**src/rtl/core/aea_pkg.sv**
```systemverilog
// Shared types, opcodes and defaults for the array element ALU.
`timescale 1ns / 1ps
package aea_pkg;

  // Element width default and request queue depth
  localparam int ELEM_BITS_DEFAULT   = 16;
  localparam int QUEUE_DEPTH_DEFAULT = 4;
  localparam int FIELD_BITS          = 16;

  // Opcodes as carried in the request
  typedef enum logic [3:0] {
    OP_ADD   = 4'd0,
    OP_SUB   = 4'd1,
    OP_MUL   = 4'd2,
    OP_DIV   = 4'd3,
    OP_GT    = 4'd4,
    OP_LT    = 4'd5,
    OP_EQ    = 4'd6,
    OP_FLIP  = 4'd7,
    OP_AND   = 4'd8,
    OP_OR    = 4'd9,
    OP_XOR   = 4'd10,
    OP_NOT   = 4'd11,
    OP_COPY  = 4'd12,
    OP_CLEAR = 4'd13,
    OP_SQRT  = 4'd14
  } op_t;

  // Which unit produces the final value
  typedef enum logic [1:0] {
    KIND_ALU  = 2'd0,
    KIND_DIV  = 2'd1,
    KIND_SQRT = 2'd2
  } kind_t;

  // Request payload
  typedef struct packed {
    logic [3:0]            opcode;
    logic [FIELD_BITS-1:0] elem_a;
    logic [FIELD_BITS-1:0] elem_b;
    logic [FIELD_BITS-1:0] scalar;
  } cmd_t;

  // Result payload
  typedef struct packed {
    logic [FIELD_BITS-1:0] result;
    logic                  div_zero;
  } res_t;

  // Classified request held in the queue
  typedef struct packed {
    op_t                   op;
    kind_t                 kind;
    logic                  dz;
    logic [FIELD_BITS-1:0] a;
    logic [FIELD_BITS-1:0] b;
    logic [FIELD_BITS-1:0] s;
  } entry_t;

  // Queue status seen by front and back
  typedef struct packed {
    logic empty;
    logic full;
  } qstat_t;

endpackage

```
**src/rtl/core/aea_front.sv**
```systemverilog
// Front end: accepts requests, decodes and classifies them into queue entries.
`timescale 1ns / 1ps
module aea_front
  import aea_pkg::*;
#(
  parameter int ELEM_BITS = ELEM_BITS_DEFAULT
) (
  input  logic   cmd_valid,
  output logic   cmd_stall,
  input  cmd_t   cmd,
  input  qstat_t qstat,
  output logic   push,
  output entry_t entry
);

  localparam int W = ELEM_BITS;

  logic [W+FIELD_BITS-1:0] s_ext;
  logic [W-1:0]            s_w;
  op_t                     op;

  assign s_ext = {{W{1'b0}}, cmd.scalar};
  assign s_w   = s_ext[W-1:0];
  assign op    = op_t'(cmd.opcode);

  // Handshake into the queue
  assign cmd_stall = qstat.full;
  assign push      = cmd_valid && !qstat.full;

  // Classify: divider, root unit or plain ALU
  always_comb begin
    entry.op   = op;
    entry.a    = cmd.elem_a;
    entry.b    = cmd.elem_b;
    entry.s    = cmd.scalar;
    entry.dz   = 1'b0;
    entry.kind = KIND_ALU;
    case (op)
      OP_DIV: begin
        entry.kind = KIND_DIV;
        entry.dz   = (s_w == '0);
      end
      OP_SQRT: begin
        entry.kind = KIND_SQRT;
      end
      default: begin
        entry.kind = KIND_ALU;
      end
    endcase
  end

endmodule

```
**src/rtl/core/aea_queue.sv**
```systemverilog
// Short FIFO of classified requests between front and back.
`timescale 1ns / 1ps
module aea_queue
  import aea_pkg::*;
#(
  parameter int QUEUE_DEPTH = QUEUE_DEPTH_DEFAULT
) (
  input  logic   clk,
  input  logic   rst,
  input  logic   push,
  input  entry_t din,
  input  logic   pop,
  output entry_t head,
  output qstat_t qstat
);

  localparam int PW = $clog2(QUEUE_DEPTH);
  localparam int CW = PW + 1;

  entry_t        slots [QUEUE_DEPTH];
  logic [PW-1:0] wr_ptr;
  logic [PW-1:0] rd_ptr;
  logic [CW-1:0] count;

  assign head        = slots[rd_ptr];
  assign qstat.empty = (count == '0);
  assign qstat.full  = (count == CW'(QUEUE_DEPTH));

  // Storage, no reset needed
  always_ff @(posedge clk) begin
    if (push) begin
      slots[wr_ptr] <= din;
    end
  end

  // Pointers wrap at the last slot; fill count
  always_ff @(posedge clk) begin
    if (rst) begin
      wr_ptr <= '0;
      rd_ptr <= '0;
      count  <= '0;
    end else begin
      if (push) begin
        wr_ptr <= (wr_ptr == PW'(QUEUE_DEPTH - 1)) ? '0 : wr_ptr + PW'(1);
      end
      if (pop) begin
        rd_ptr <= (rd_ptr == PW'(QUEUE_DEPTH - 1)) ? '0 : rd_ptr + PW'(1);
      end
      case ({push, pop})
        2'b10:   count <= count + CW'(1);
        2'b01:   count <= count - CW'(1);
        default: count <= count;
      endcase
    end
  end

endmodule

```
**src/rtl/core/aea_back.sv**
```systemverilog
// Back end: ALU, pipelined restoring divider and root unit, result register.
`timescale 1ns / 1ps
module aea_back
  import aea_pkg::*;
#(
  parameter int ELEM_BITS = ELEM_BITS_DEFAULT
) (
  input  logic   clk,
  input  logic   rst,
  input  entry_t head,
  input  qstat_t qstat,
  output logic   pop,
  output logic   res_valid,
  input  logic   res_stall,
  output res_t   res
);

  localparam int W  = ELEM_BITS;
  localparam int D  = W;            // one quotient bit per stage
  localparam int NR = (W + 1) / 2;  // root digits
  localparam int SP = 2 * NR;

  // Pipeline advances whenever the result register can take a value
  logic en;
  assign en  = !res_valid || !res_stall;
  assign pop = en && !qstat.empty;

  // Operands masked to the element width
  logic [W+FIELD_BITS-1:0] a_ext, b_ext, s_ext;
  logic [W-1:0]            a0, b0, s0;
  logic [2*W-1:0]          prod;
  logic [W-1:0]            alu0;

  assign a_ext = {{W{1'b0}}, head.a};
  assign b_ext = {{W{1'b0}}, head.b};
  assign s_ext = {{W{1'b0}}, head.s};
  assign a0    = a_ext[W-1:0];
  assign b0    = b_ext[W-1:0];
  assign s0    = s_ext[W-1:0];
  assign prod  = {{W{1'b0}}, a0} * {{W{1'b0}}, s0};

  // Combinational ALU operations
  always_comb begin
    case (head.op)
      OP_ADD:   alu0 = a0 + s0;
      OP_SUB:   alu0 = (a0 >= s0) ? (a0 - s0) : '0;
      OP_MUL:   alu0 = prod[W-1:0];
      OP_GT:    alu0 = {{(W-1){1'b0}}, (a0 > s0)};
      OP_LT:    alu0 = {{(W-1){1'b0}}, (a0 < s0)};
      OP_EQ:    alu0 = {{(W-1){1'b0}}, (a0 == s0)};
      OP_FLIP:  alu0 = a0 ^ W'(1);
      OP_AND:   alu0 = b0 & a0;
      OP_OR:    alu0 = b0 | a0;
      OP_XOR:   alu0 = b0 ^ a0;
      OP_NOT:   alu0 = ~a0;
      OP_COPY:  alu0 = a0;
      default:  alu0 = '0;
    endcase
  end

  // Stage registers
  logic          r_v    [D];
  kind_t         r_kind [D];
  logic          r_dz   [D];
  logic [W-1:0]  r_a    [D];
  logic [W-1:0]  r_s    [D];
  logic [W-1:0]  r_rem  [D];
  logic [W-1:0]  r_quo  [D];
  logic [NR+1:0] r_srem [D];
  logic [NR-1:0] r_root [D];
  logic [W-1:0]  r_alu  [D];

  // Stage next values
  logic          n_v    [D];
  kind_t         n_kind [D];
  logic          n_dz   [D];
  logic [W-1:0]  n_a    [D];
  logic [W-1:0]  n_s    [D];
  logic [W-1:0]  n_rem  [D];
  logic [W-1:0]  n_quo  [D];
  logic [NR+1:0] n_srem [D];
  logic [NR-1:0] n_root [D];
  logic [W-1:0]  n_alu  [D];

  genvar k;
  generate
    for (k = 0; k < D; k++) begin : g_stage
      logic          i_v;
      kind_t         i_kind;
      logic          i_dz;
      logic [W-1:0]  i_a, i_s, i_rem, i_quo, i_alu;
      logic [NR+1:0] i_srem;
      logic [NR-1:0] i_root;
      logic [W:0]    d_sh;
      logic          d_ge;
      logic [SP+W-1:0] sp_ext;
      logic [SP-1:0]   sp;
      logic [NR+1:0] srem_nx;
      logic [NR-1:0] root_nx;

      // Stage input: queue head for the first stage
      if (k == 0) begin : g_first
        assign i_v    = !qstat.empty;
        assign i_kind = head.kind;
        assign i_dz   = head.dz;
        assign i_a    = a0;
        assign i_s    = s0;
        assign i_rem  = '0;
        assign i_quo  = '0;
        assign i_srem = '0;
        assign i_root = '0;
        assign i_alu  = alu0;
      end else begin : g_next
        assign i_v    = r_v[k-1];
        assign i_kind = r_kind[k-1];
        assign i_dz   = r_dz[k-1];
        assign i_a    = r_a[k-1];
        assign i_s    = r_s[k-1];
        assign i_rem  = r_rem[k-1];
        assign i_quo  = r_quo[k-1];
        assign i_srem = r_srem[k-1];
        assign i_root = r_root[k-1];
        assign i_alu  = r_alu[k-1];
      end

      // Divider step on quotient bit W-1-k
      assign d_sh = {i_rem, i_a[W-1-k]};
      assign d_ge = (d_sh >= {1'b0, i_s});

      assign sp_ext = {{SP{1'b0}}, i_s};
      assign sp     = sp_ext[SP-1:0];

      // Root step on one digit pair, only in the first NR stages
      if (k < NR) begin : g_root
        logic [NR+1:0] q_sh;
        logic [NR+1:0] q_trial;
        logic          q_ge;
        assign q_sh    = {i_srem[NR-1:0], sp[2*(NR-1-k) +: 2]};
        assign q_trial = {i_root, 2'b01};
        assign q_ge    = (q_sh >= q_trial);
        assign srem_nx = q_ge ? (q_sh - q_trial) : q_sh;
        assign root_nx = {i_root[NR-2:0], q_ge};
      end else begin : g_root_pass
        assign srem_nx = i_srem;
        assign root_nx = i_root;
      end

      always_comb begin
        n_v[k]    = i_v;
        n_kind[k] = i_kind;
        n_dz[k]   = i_dz;
        n_a[k]    = i_a;
        n_s[k]    = i_s;
        n_alu[k]  = i_alu;
        n_rem[k]  = d_ge ? W'(d_sh - {1'b0, i_s}) : d_sh[W-1:0];
        n_quo[k]  = i_quo;
        n_quo[k][W-1-k] = d_ge;
        n_srem[k] = srem_nx;
        n_root[k] = root_nx;
      end

      // Stage register
      always_ff @(posedge clk) begin
        if (rst) begin
          r_v[k] <= 1'b0;
        end else if (en) begin
          r_v[k] <= n_v[k];
        end
      end

      always_ff @(posedge clk) begin
        if (en) begin
          r_kind[k] <= n_kind[k];
          r_dz[k]   <= n_dz[k];
          r_a[k]    <= n_a[k];
          r_s[k]    <= n_s[k];
          r_rem[k]  <= n_rem[k];
          r_quo[k]  <= n_quo[k];
          r_srem[k] <= n_srem[k];
          r_root[k] <= n_root[k];
          r_alu[k]  <= n_alu[k];
        end
      end
    end
  endgenerate

  // Final select from the last stage
  logic [W-1:0]            fin;
  logic [W+FIELD_BITS-1:0] fin_ext;

  always_comb begin
    case (r_kind[D-1])
      KIND_DIV:  fin = r_dz[D-1] ? '0 : r_quo[D-1];
      KIND_SQRT: fin = {{(W-NR){1'b0}}, r_root[D-1]};
      default:   fin = r_alu[D-1];
    endcase
  end

  assign fin_ext = {{FIELD_BITS{1'b0}}, fin};

  // Result register
  always_ff @(posedge clk) begin
    if (rst) begin
      res_valid <= 1'b0;
    end else if (en) begin
      res_valid <= r_v[D-1];
    end
  end

  always_ff @(posedge clk) begin
    if (en) begin
      res.result   <= fin_ext[FIELD_BITS-1:0];
      res.div_zero <= r_dz[D-1] && (r_kind[D-1] == KIND_DIV);
    end
  end

endmodule

```
**src/rtl/core/array_element_alu.sv**
```systemverilog
// Array element ALU: one opcode, two elements and a scalar in, one 16-bit
// result out. Requests are classified by the front end and wait in a short
// queue (QUEUE_DEPTH entries) ahead of the execution pipeline, which takes
// one request per cycle and returns one result per cycle when the output
// is not stalled. Every operation goes through the same pipeline, whose
// length is set by the restoring divider at one quotient bit per stage:
// a request passes from the queue through the stage registers into the
// result register. The root unit works one digit pair per stage inside
// the same stages. Division by zero returns 0 with div_zero set.
`timescale 1ns / 1ps
module array_element_alu
  import aea_pkg::*;
#(
  parameter int ELEM_BITS   = ELEM_BITS_DEFAULT,
  parameter int QUEUE_DEPTH = QUEUE_DEPTH_DEFAULT
) (
  input  logic clk,
  input  logic rst,
  input  logic cmd_valid,
  output logic cmd_stall,
  input  cmd_t cmd,
  output logic res_valid,
  input  logic res_stall,
  output res_t res
);

  qstat_t qstat;
  entry_t entry;
  entry_t head;
  logic   push;
  logic   pop;

  // Decode and classify
  aea_front #(
    .ELEM_BITS (ELEM_BITS)
  ) u_front (
    .cmd_valid (cmd_valid),
    .cmd_stall (cmd_stall),
    .cmd       (cmd),
    .qstat     (qstat),
    .push      (push),
    .entry     (entry)
  );

  // Decoupling queue
  aea_queue #(
    .QUEUE_DEPTH (QUEUE_DEPTH)
  ) u_queue (
    .clk   (clk),
    .rst   (rst),
    .push  (push),
    .din   (entry),
    .pop   (pop),
    .head  (head),
    .qstat (qstat)
  );

  // Execution pipeline
  aea_back #(
    .ELEM_BITS (ELEM_BITS)
  ) u_back (
    .clk       (clk),
    .rst       (rst),
    .head      (head),
    .qstat     (qstat),
    .pop       (pop),
    .res_valid (res_valid),
    .res_stall (res_stall),
    .res       (res)
  );

endmodule
```
**config.mk**
```make
export PLATFORM = sky130hd
export DESIGN_NAME = array_element_alu
export DESIGN_NICKNAME = d
export VERILOG_FILES = /design/src/rtl/core/aea_pkg.sv /design/src/rtl/core/aea_front.sv /design/src/rtl/core/aea_queue.sv /design/src/rtl/core/aea_back.sv /design/src/rtl/core/array_element_alu.sv
export SDC_FILE = /design/constraint.sdc
export NUM_CORES = 2
export LEC_CHECK = 0
export ABC_AREA = 0
export BUFFER_PORTS_ARGS = -buffer_cell sky130_fd_sc_hd__buf_2
export CAP_MARGIN = 5
export CORE_ASPECT_RATIO = 2
export CORE_MARGIN = 4
export CORE_UTILIZATION = 64
export CTS_CLUSTER_DIAMETER = 40
export DETAILED_ROUTE_END_ITERATION = 10
export PLACE_DENSITY = 0.81
export SKIP_CTS_REPAIR_TIMING = 1
export SLEW_MARGIN = 40
export SYNTH_ARGS = -nofsm -noshare
export SYNTH_HDL_FRONTEND = slang
export SYNTH_SLANG_ARGS = --single-unit
```
**constraint.sdc**
```tcl
create_clock -name clk -period 45.1 [get_ports clk]
set_clock_uncertainty 0.1 [all_clocks]
set_input_delay 9.02 -clock clk [delete_from_list [all_inputs] [get_ports clk]]
set_output_delay 9.02 -clock clk [all_outputs]
set_load 0.01 [all_outputs]
```
* Word-level counts from Yosys, hierarchy flattened
Memories as Yosys holds them, arrays and structs flattened. A register that Yosys moved wholly into a read port is not among the register bits. Index checks and enable logic that the tools add are counted.
Storage, ports and cells: flip-flop bits (word level) 24, bits in writable memories 1852, bits of input ports 56, output and inout port bits 19, memories 11
Operators by class: add/subtract/negate cells 30, multiply operators 1, magnitude comparators 27, equality and inequality tests 21, multiplexer cells 59, bitwise gates (word level) 21, reductions and logical operators 12
Memory list:
- u_back.r_a | words 16, width 16, rd ports 15, clocked after Yosys merged registers in 0, wr ports 16, RTL line aea_back.sv:65 | logic [W-1:0] r_a [D];
- u_back.r_alu | words 16, width 16, rd ports 16, clocked after Yosys merged registers in 0, wr ports 16, RTL line aea_back.sv:71 | logic [W-1:0] r_alu [D];
- u_back.r_quo | words 16, width 16, rd ports 16, clocked after Yosys merged registers in 0, wr ports 16, RTL line aea_back.sv:68 | logic [W-1:0] r_quo [D];
- u_back.r_rem | words 16, width 16, rd ports 15, clocked after Yosys merged registers in 0, wr ports 16, RTL line aea_back.sv:67 | logic [W-1:0] r_rem [D];
- u_back.r_s | words 16, width 16, rd ports 15, clocked after Yosys merged registers in 0, wr ports 16, RTL line aea_back.sv:66 | logic [W-1:0] r_s [D];
- u_queue.slots | words 4, width 55, rd ports 1, clocked after Yosys merged registers in 1, wr ports 1, RTL line aea_queue.sv:20 | entry_t slots [QUEUE_DEPTH];
- 5 more memories
Operators with widths (count):
- 16-bit 2-to-1 mux | 18
- 16-bit subtractor | 16
- 17-bit by 16-bit >= comparator with 1-bit output | 15
- 16-bit case mux with 12 select lines | 1
- 10-bit 2-to-1 mux | 8
- 10-bit >= comparator | 7
- 10-bit subtractor | 7
- 16-bit case mux with 2 select lines | 1
- 1-bit 2-to-1 mux | 25
- 4-bit == test, second input constant | 6
- 16-bit adder | 1
- 16-bit bitwise AND | 1
- 16-bit == test | 1
- 4-bit by 3-bit == test with 1-bit output, second input constant | 4
- 1-bit by 16-bit >= comparator with 1-bit output | 1
- 16-bit >= comparator | 1
- 16-bit > comparator | 1
- 16-bit zero test | 1
- 16-bit < comparator | 1
- 16-bit by 16-bit multiplier with 16-bit output | 1
- 16-bit NOT | 1
- 1-bit bitwise OR | 16
- 16-bit bitwise OR | 1
- 1-bit by 16-bit subtractor with 16-bit output | 1
- 21 further kinds | 35

* Depth between registers and ports, before layout
depth in word-level cells 6, gate-level depth with buffers 26, gate-level depth less buffers 22

* Modules after synthesis
A second synthesis with hierarchy kept.
Unflattened totals: cell total of the unflattened synthesis 4899, area total of the unflattened synthesis 68608.3 um^2
Modules (own cells, without submodules):
- aea_back | instances 1, cells each 4501, area each 59684.7 um^2, sequential area each 36775.3 um^2
- aea_queue | instances 1, cells each 335, area each 8453.1 um^2, sequential area each 6786.5 um^2
- aea_front | instances 1, cells each 63, area each 470.5 um^2, sequential area each 0.0 um^2

* Least setup slack after synthesis
OpenSTA, ideal clock, no wires.
kind input-to-reg, from in res_stall, to mem u_back.r_v[0], enable pin, library setup time 0.530 ns, arrival 37.714 ns, data required time 44.470 ns, slack 6.756 ns, stages 2, path through nand2_1 or2_2
RTL lines:
- from (decl) | RTL line array_element_alu.sv:23 | input logic res_stall,
- to (decl) | RTL line aea_back.sv:62 | logic r_v [D];

==> results.md <==
- The flow ran to the end, and the final reports show no timing, DRC or antenna violations.
- The count of synthesis-stage warnings from yosys is 0.
- The wire-length estimate of the detail-placed layout is approximately 110000 um.
- The routed layout has 40280 vias.
- The clock-pin transition on the worst setup and hold timing paths is ~70 ps.
- Headroom to the max-slew limit came out at 0.4157.
- The master cell of the clock root buffer is clkbuf_16.
- The depth of the CTS H-tree is 3.
- The async set-or-reset flop fraction in the synthesized netlist is 0.
- The netlist uses 73 different library cells.
- Timing would allow up to 81.90 MHz.
- The remaining routing DRC violations is 0.
- The final hold violation count is 0.
- The floorplan has 170 rows.
- The sort of element at the end of the critical path is a flop.
- The number of clock buffers added by TritonCTS is 120.
- The count of endpoints failing setup in the final report is 0.
- Synthesis produced a netlist with a net count of ~5600.
- The total area inside the core boundary comes to 107200 um2.
- For the worst-skew pair, the clock arrives at the later sink with an insertion delay of between 700 and 800 ps.
- Measured along the y axis, the die boundary spans about 470 um.
- The via count of the first global-routing pass is roughly 43000.
- STA classifies the critical path startpoint as an input port.
- The sum of negative setup slack is 0 ps.
- The number of I/O pins is 75.
- The average vias per placed instance is slightly above 6.
- The number of instances in the synthesized netlist is roughly 5000.
- Entering global routing, the biggest net connects ~100 pins.
- The detailed router finished its first iteration with 2582 violations.
- In the finished design, the share of the clock period the worst path needs comes to 0.2707.
- After detailed routing, the total wire length is 156600 um.
- The wire length per cell is approximately 24 um.
- The worst setup path is of the input port to flop kind.
- The classification of the worst-slack hold path is flop to flop.
- The initial utilization of the core area, before any placement, comes to 0.6435.
- Across the run, the number of max-cap violations was 0.
- The CTS tree is built.
- The final net count is 5723.
- The first global-routing pass estimated 237800 um of wire.
- Yosys mapped a number of flops with a built-in enable equal to 1444.
- The clock period could shrink to approximately 12000 ps.
- The total routing resource utilization after global routing is 0.2799.
- Along the worst path, the maximum fanout reaches 98.
- The residual antenna-violating net count after detailed routing is 0.
- The endpoint arrival time on the critical path is roughly 13000 ps.
- Synthesis inferred around 1500 register bits.
- The length of the first detailed-routing pass in iterations is 8.
- The initial antenna violation count is 5.
- Setup repair after global routing left no endpoint under its margin.
- The cell area that synthesis handed to floorplanning was approximately 69000 um2.
- The average size of a mapped cell is between 10 and 15 um2.
- The number of sinks handled by clock tree synthesis is between 1000 and 1500.
- Input and output buffers added on the ports amount to between 70 and 80.
- The fill cell total of the finished layout is approximately 7000.
- For the pin with the worst max-slew slack, the measured transition is approximately 870 ps.
- The final number of max-transition violations is 0.
- The share of post-route cells with drive strength above 1 is 0.1110.
- At the end of routability-driven placement, the weighted congestion stood at 0.9742.
- The clock passes through at most 3 buffers.
- For this run, the leading register cell type out of synthesis is edfxtp_1.
- The total overflow left after global routing is 0.
- The layout overhead on the synthesized area is 8.960%.
- Data on the critical path is required at its endpoint by ~45000 ps.
- The sequential element share of the synthesized area is 0.6315.
- The die covers between 100000 and 150000 um2.
- The die is 240.2 um wide.
## kinds of logic after synthesis
kind of cell             count (synthesis)  synth area share
flip-flops                            1454            0.6315
buffers and inverters                  720           0.04084
other                                    1        0.00005436
AO/OA/AOI/OAI                          838           0.07969
multiplexers                           257           0.05000
adder cells (fa/ha/maj)                500            0.1012
AND/OR/NAND/NOR                       1090           0.07467
XOR/XNOR                               172           0.02204
## metal layers
metal  up-vias  wire length, um  global-route usage
met5         -               13                   0
met4         2            18460              0.2642
met1     19620            44740              0.2331
li1      18700                -                   -
met3       677             6482             0.04857
met2      1281            86910              0.5310
## metrics by stage
stage / hold WS, ps / setup slack (ps) / std cells / instance area [um2] / util
5_1_grt: 298.3 / 32640 / 6649 / 75160 / 0.7011
6_report: 290.0 / 32890 / 6651 / 75170 / 0.7012
4_1_cts: 287.6 / 32910 / 6645 / 75070 / 0.7002
3_5_place_dp: 304.5 / 32080 / 6419 / 70950 / 0.6619
2_1_floorplan: 300.3 / 6756 / 5032 / 68990 / -
3_3_place_gp: 300.3 / 31130 / 6417 / 70860 / 0.6610
## area by class of cell
cell class | count | area (um2) | area share
flip-flops and latches | 1454 | 43570 | 0.5796
multi-input cells | 2858 | 22670 | 0.3017
clock buffers | 132 | 3069 | 0.04083
inverters | 625 | 2346 | 0.03121
well taps | 1376 | 1722 | 0.02290
clock inverters | 94 | 1042 | 0.01387
repair buffers | 108 | 737.0 | 0.009804
diodes | 4 | 10.01 | 0.0001332
## sequential cells by signal (all words and copies together) (netlist names), 32 cells and up, named ones only
name,flops
u_back.r_quo,136
u_queue.slots,220
u_back.r_srem,51
u_back.r_kind,32
u_back.r_s,240
u_back.r_root,100
u_back.r_rem,240
u_back.r_a,120
u_back.r_alu,256
## worst max-delay path, cell delays in order
cell	delay, ps
buf_2	130
nand2_4	480
buf_6	630
buf_6	600
buf_6	700
clkbuf_8	710
## final timing paths
path	start	endpoint	slack, ps	cells past startpoint
worst max register to register	flop	u_back.r_alu[0][14]	37190	20
worst min-delay path	u_back.r_quo[0][60]	u_back.r_quo[0][76]	290	0
worst max-delay path	res_stall	u_back.r_alu[1][126]	32890	6
worst min register to register	u_back.r_quo[0][60]	u_back.r_quo[0][76]	290	0
## cells in the mapped netlist, types with 35 or more instances
library cell	number	area, um2
edfxtp_1	1444	43360
nor2b_1	73	456.7
a21oi_1	192	960.9
clkbuf_1	57	214.0
xor2_1	54	473.0
o21ai_0	201	1006
nand2b_1	35	219.0
a21o_1	47	352.8
fa_1	97	1942
o211ai_1	36	270.3
mux2i_1	39	390.4
nand3_1	43	215.2
nor2_1	325	1220
xnor2_1	117	1025
a211oi_1	46	345.3
and2_1	38	237.7
nor3_1	99	495.5
nand4_1	49	306.5
or2_2	35	219.0
o21a_1	62	465.5
mux2_2	166	1869
ha_1	403	5042
nand2_1	302	1134
mux4_2	47	1059
inv_1	623	2338
## cell usage in the layout (no fill, tap or decap), types with 17 or more instances in the layout
cell type	n
a2111oi_0	22
a211o_1	18
a211oi_1	46
a21boi_0	30
a21o_1	47
a21oi_1	187
a31oi_1	19
and2_1	34
and3_1	19
buf_2	74
buf_4	17
clkbuf_16	121
clkinv_1	27
clkinv_2	19
edfxtp_1	1444
fa_1	97
ha_1	402
inv_1	622
mux2_2	166
mux2i_1	38
mux4_2	47
nand2_1	301
nand2b_1	35
nand3_1	43
nand4_1	49
nor2_1	325
nor2b_1	72
nor3_1	98
nor4_1	26
o211ai_1	36
o21a_1	62
o21ai_0	201
o311ai_0	17
o31ai_1	18
o41ai_1	17
or2_2	35
xnor2_1	117
xor2_1	54
Power is left out: the tool's default activity adds up to more than one toggle a clock period on the data nets, which glitch-free logic cannot reach.
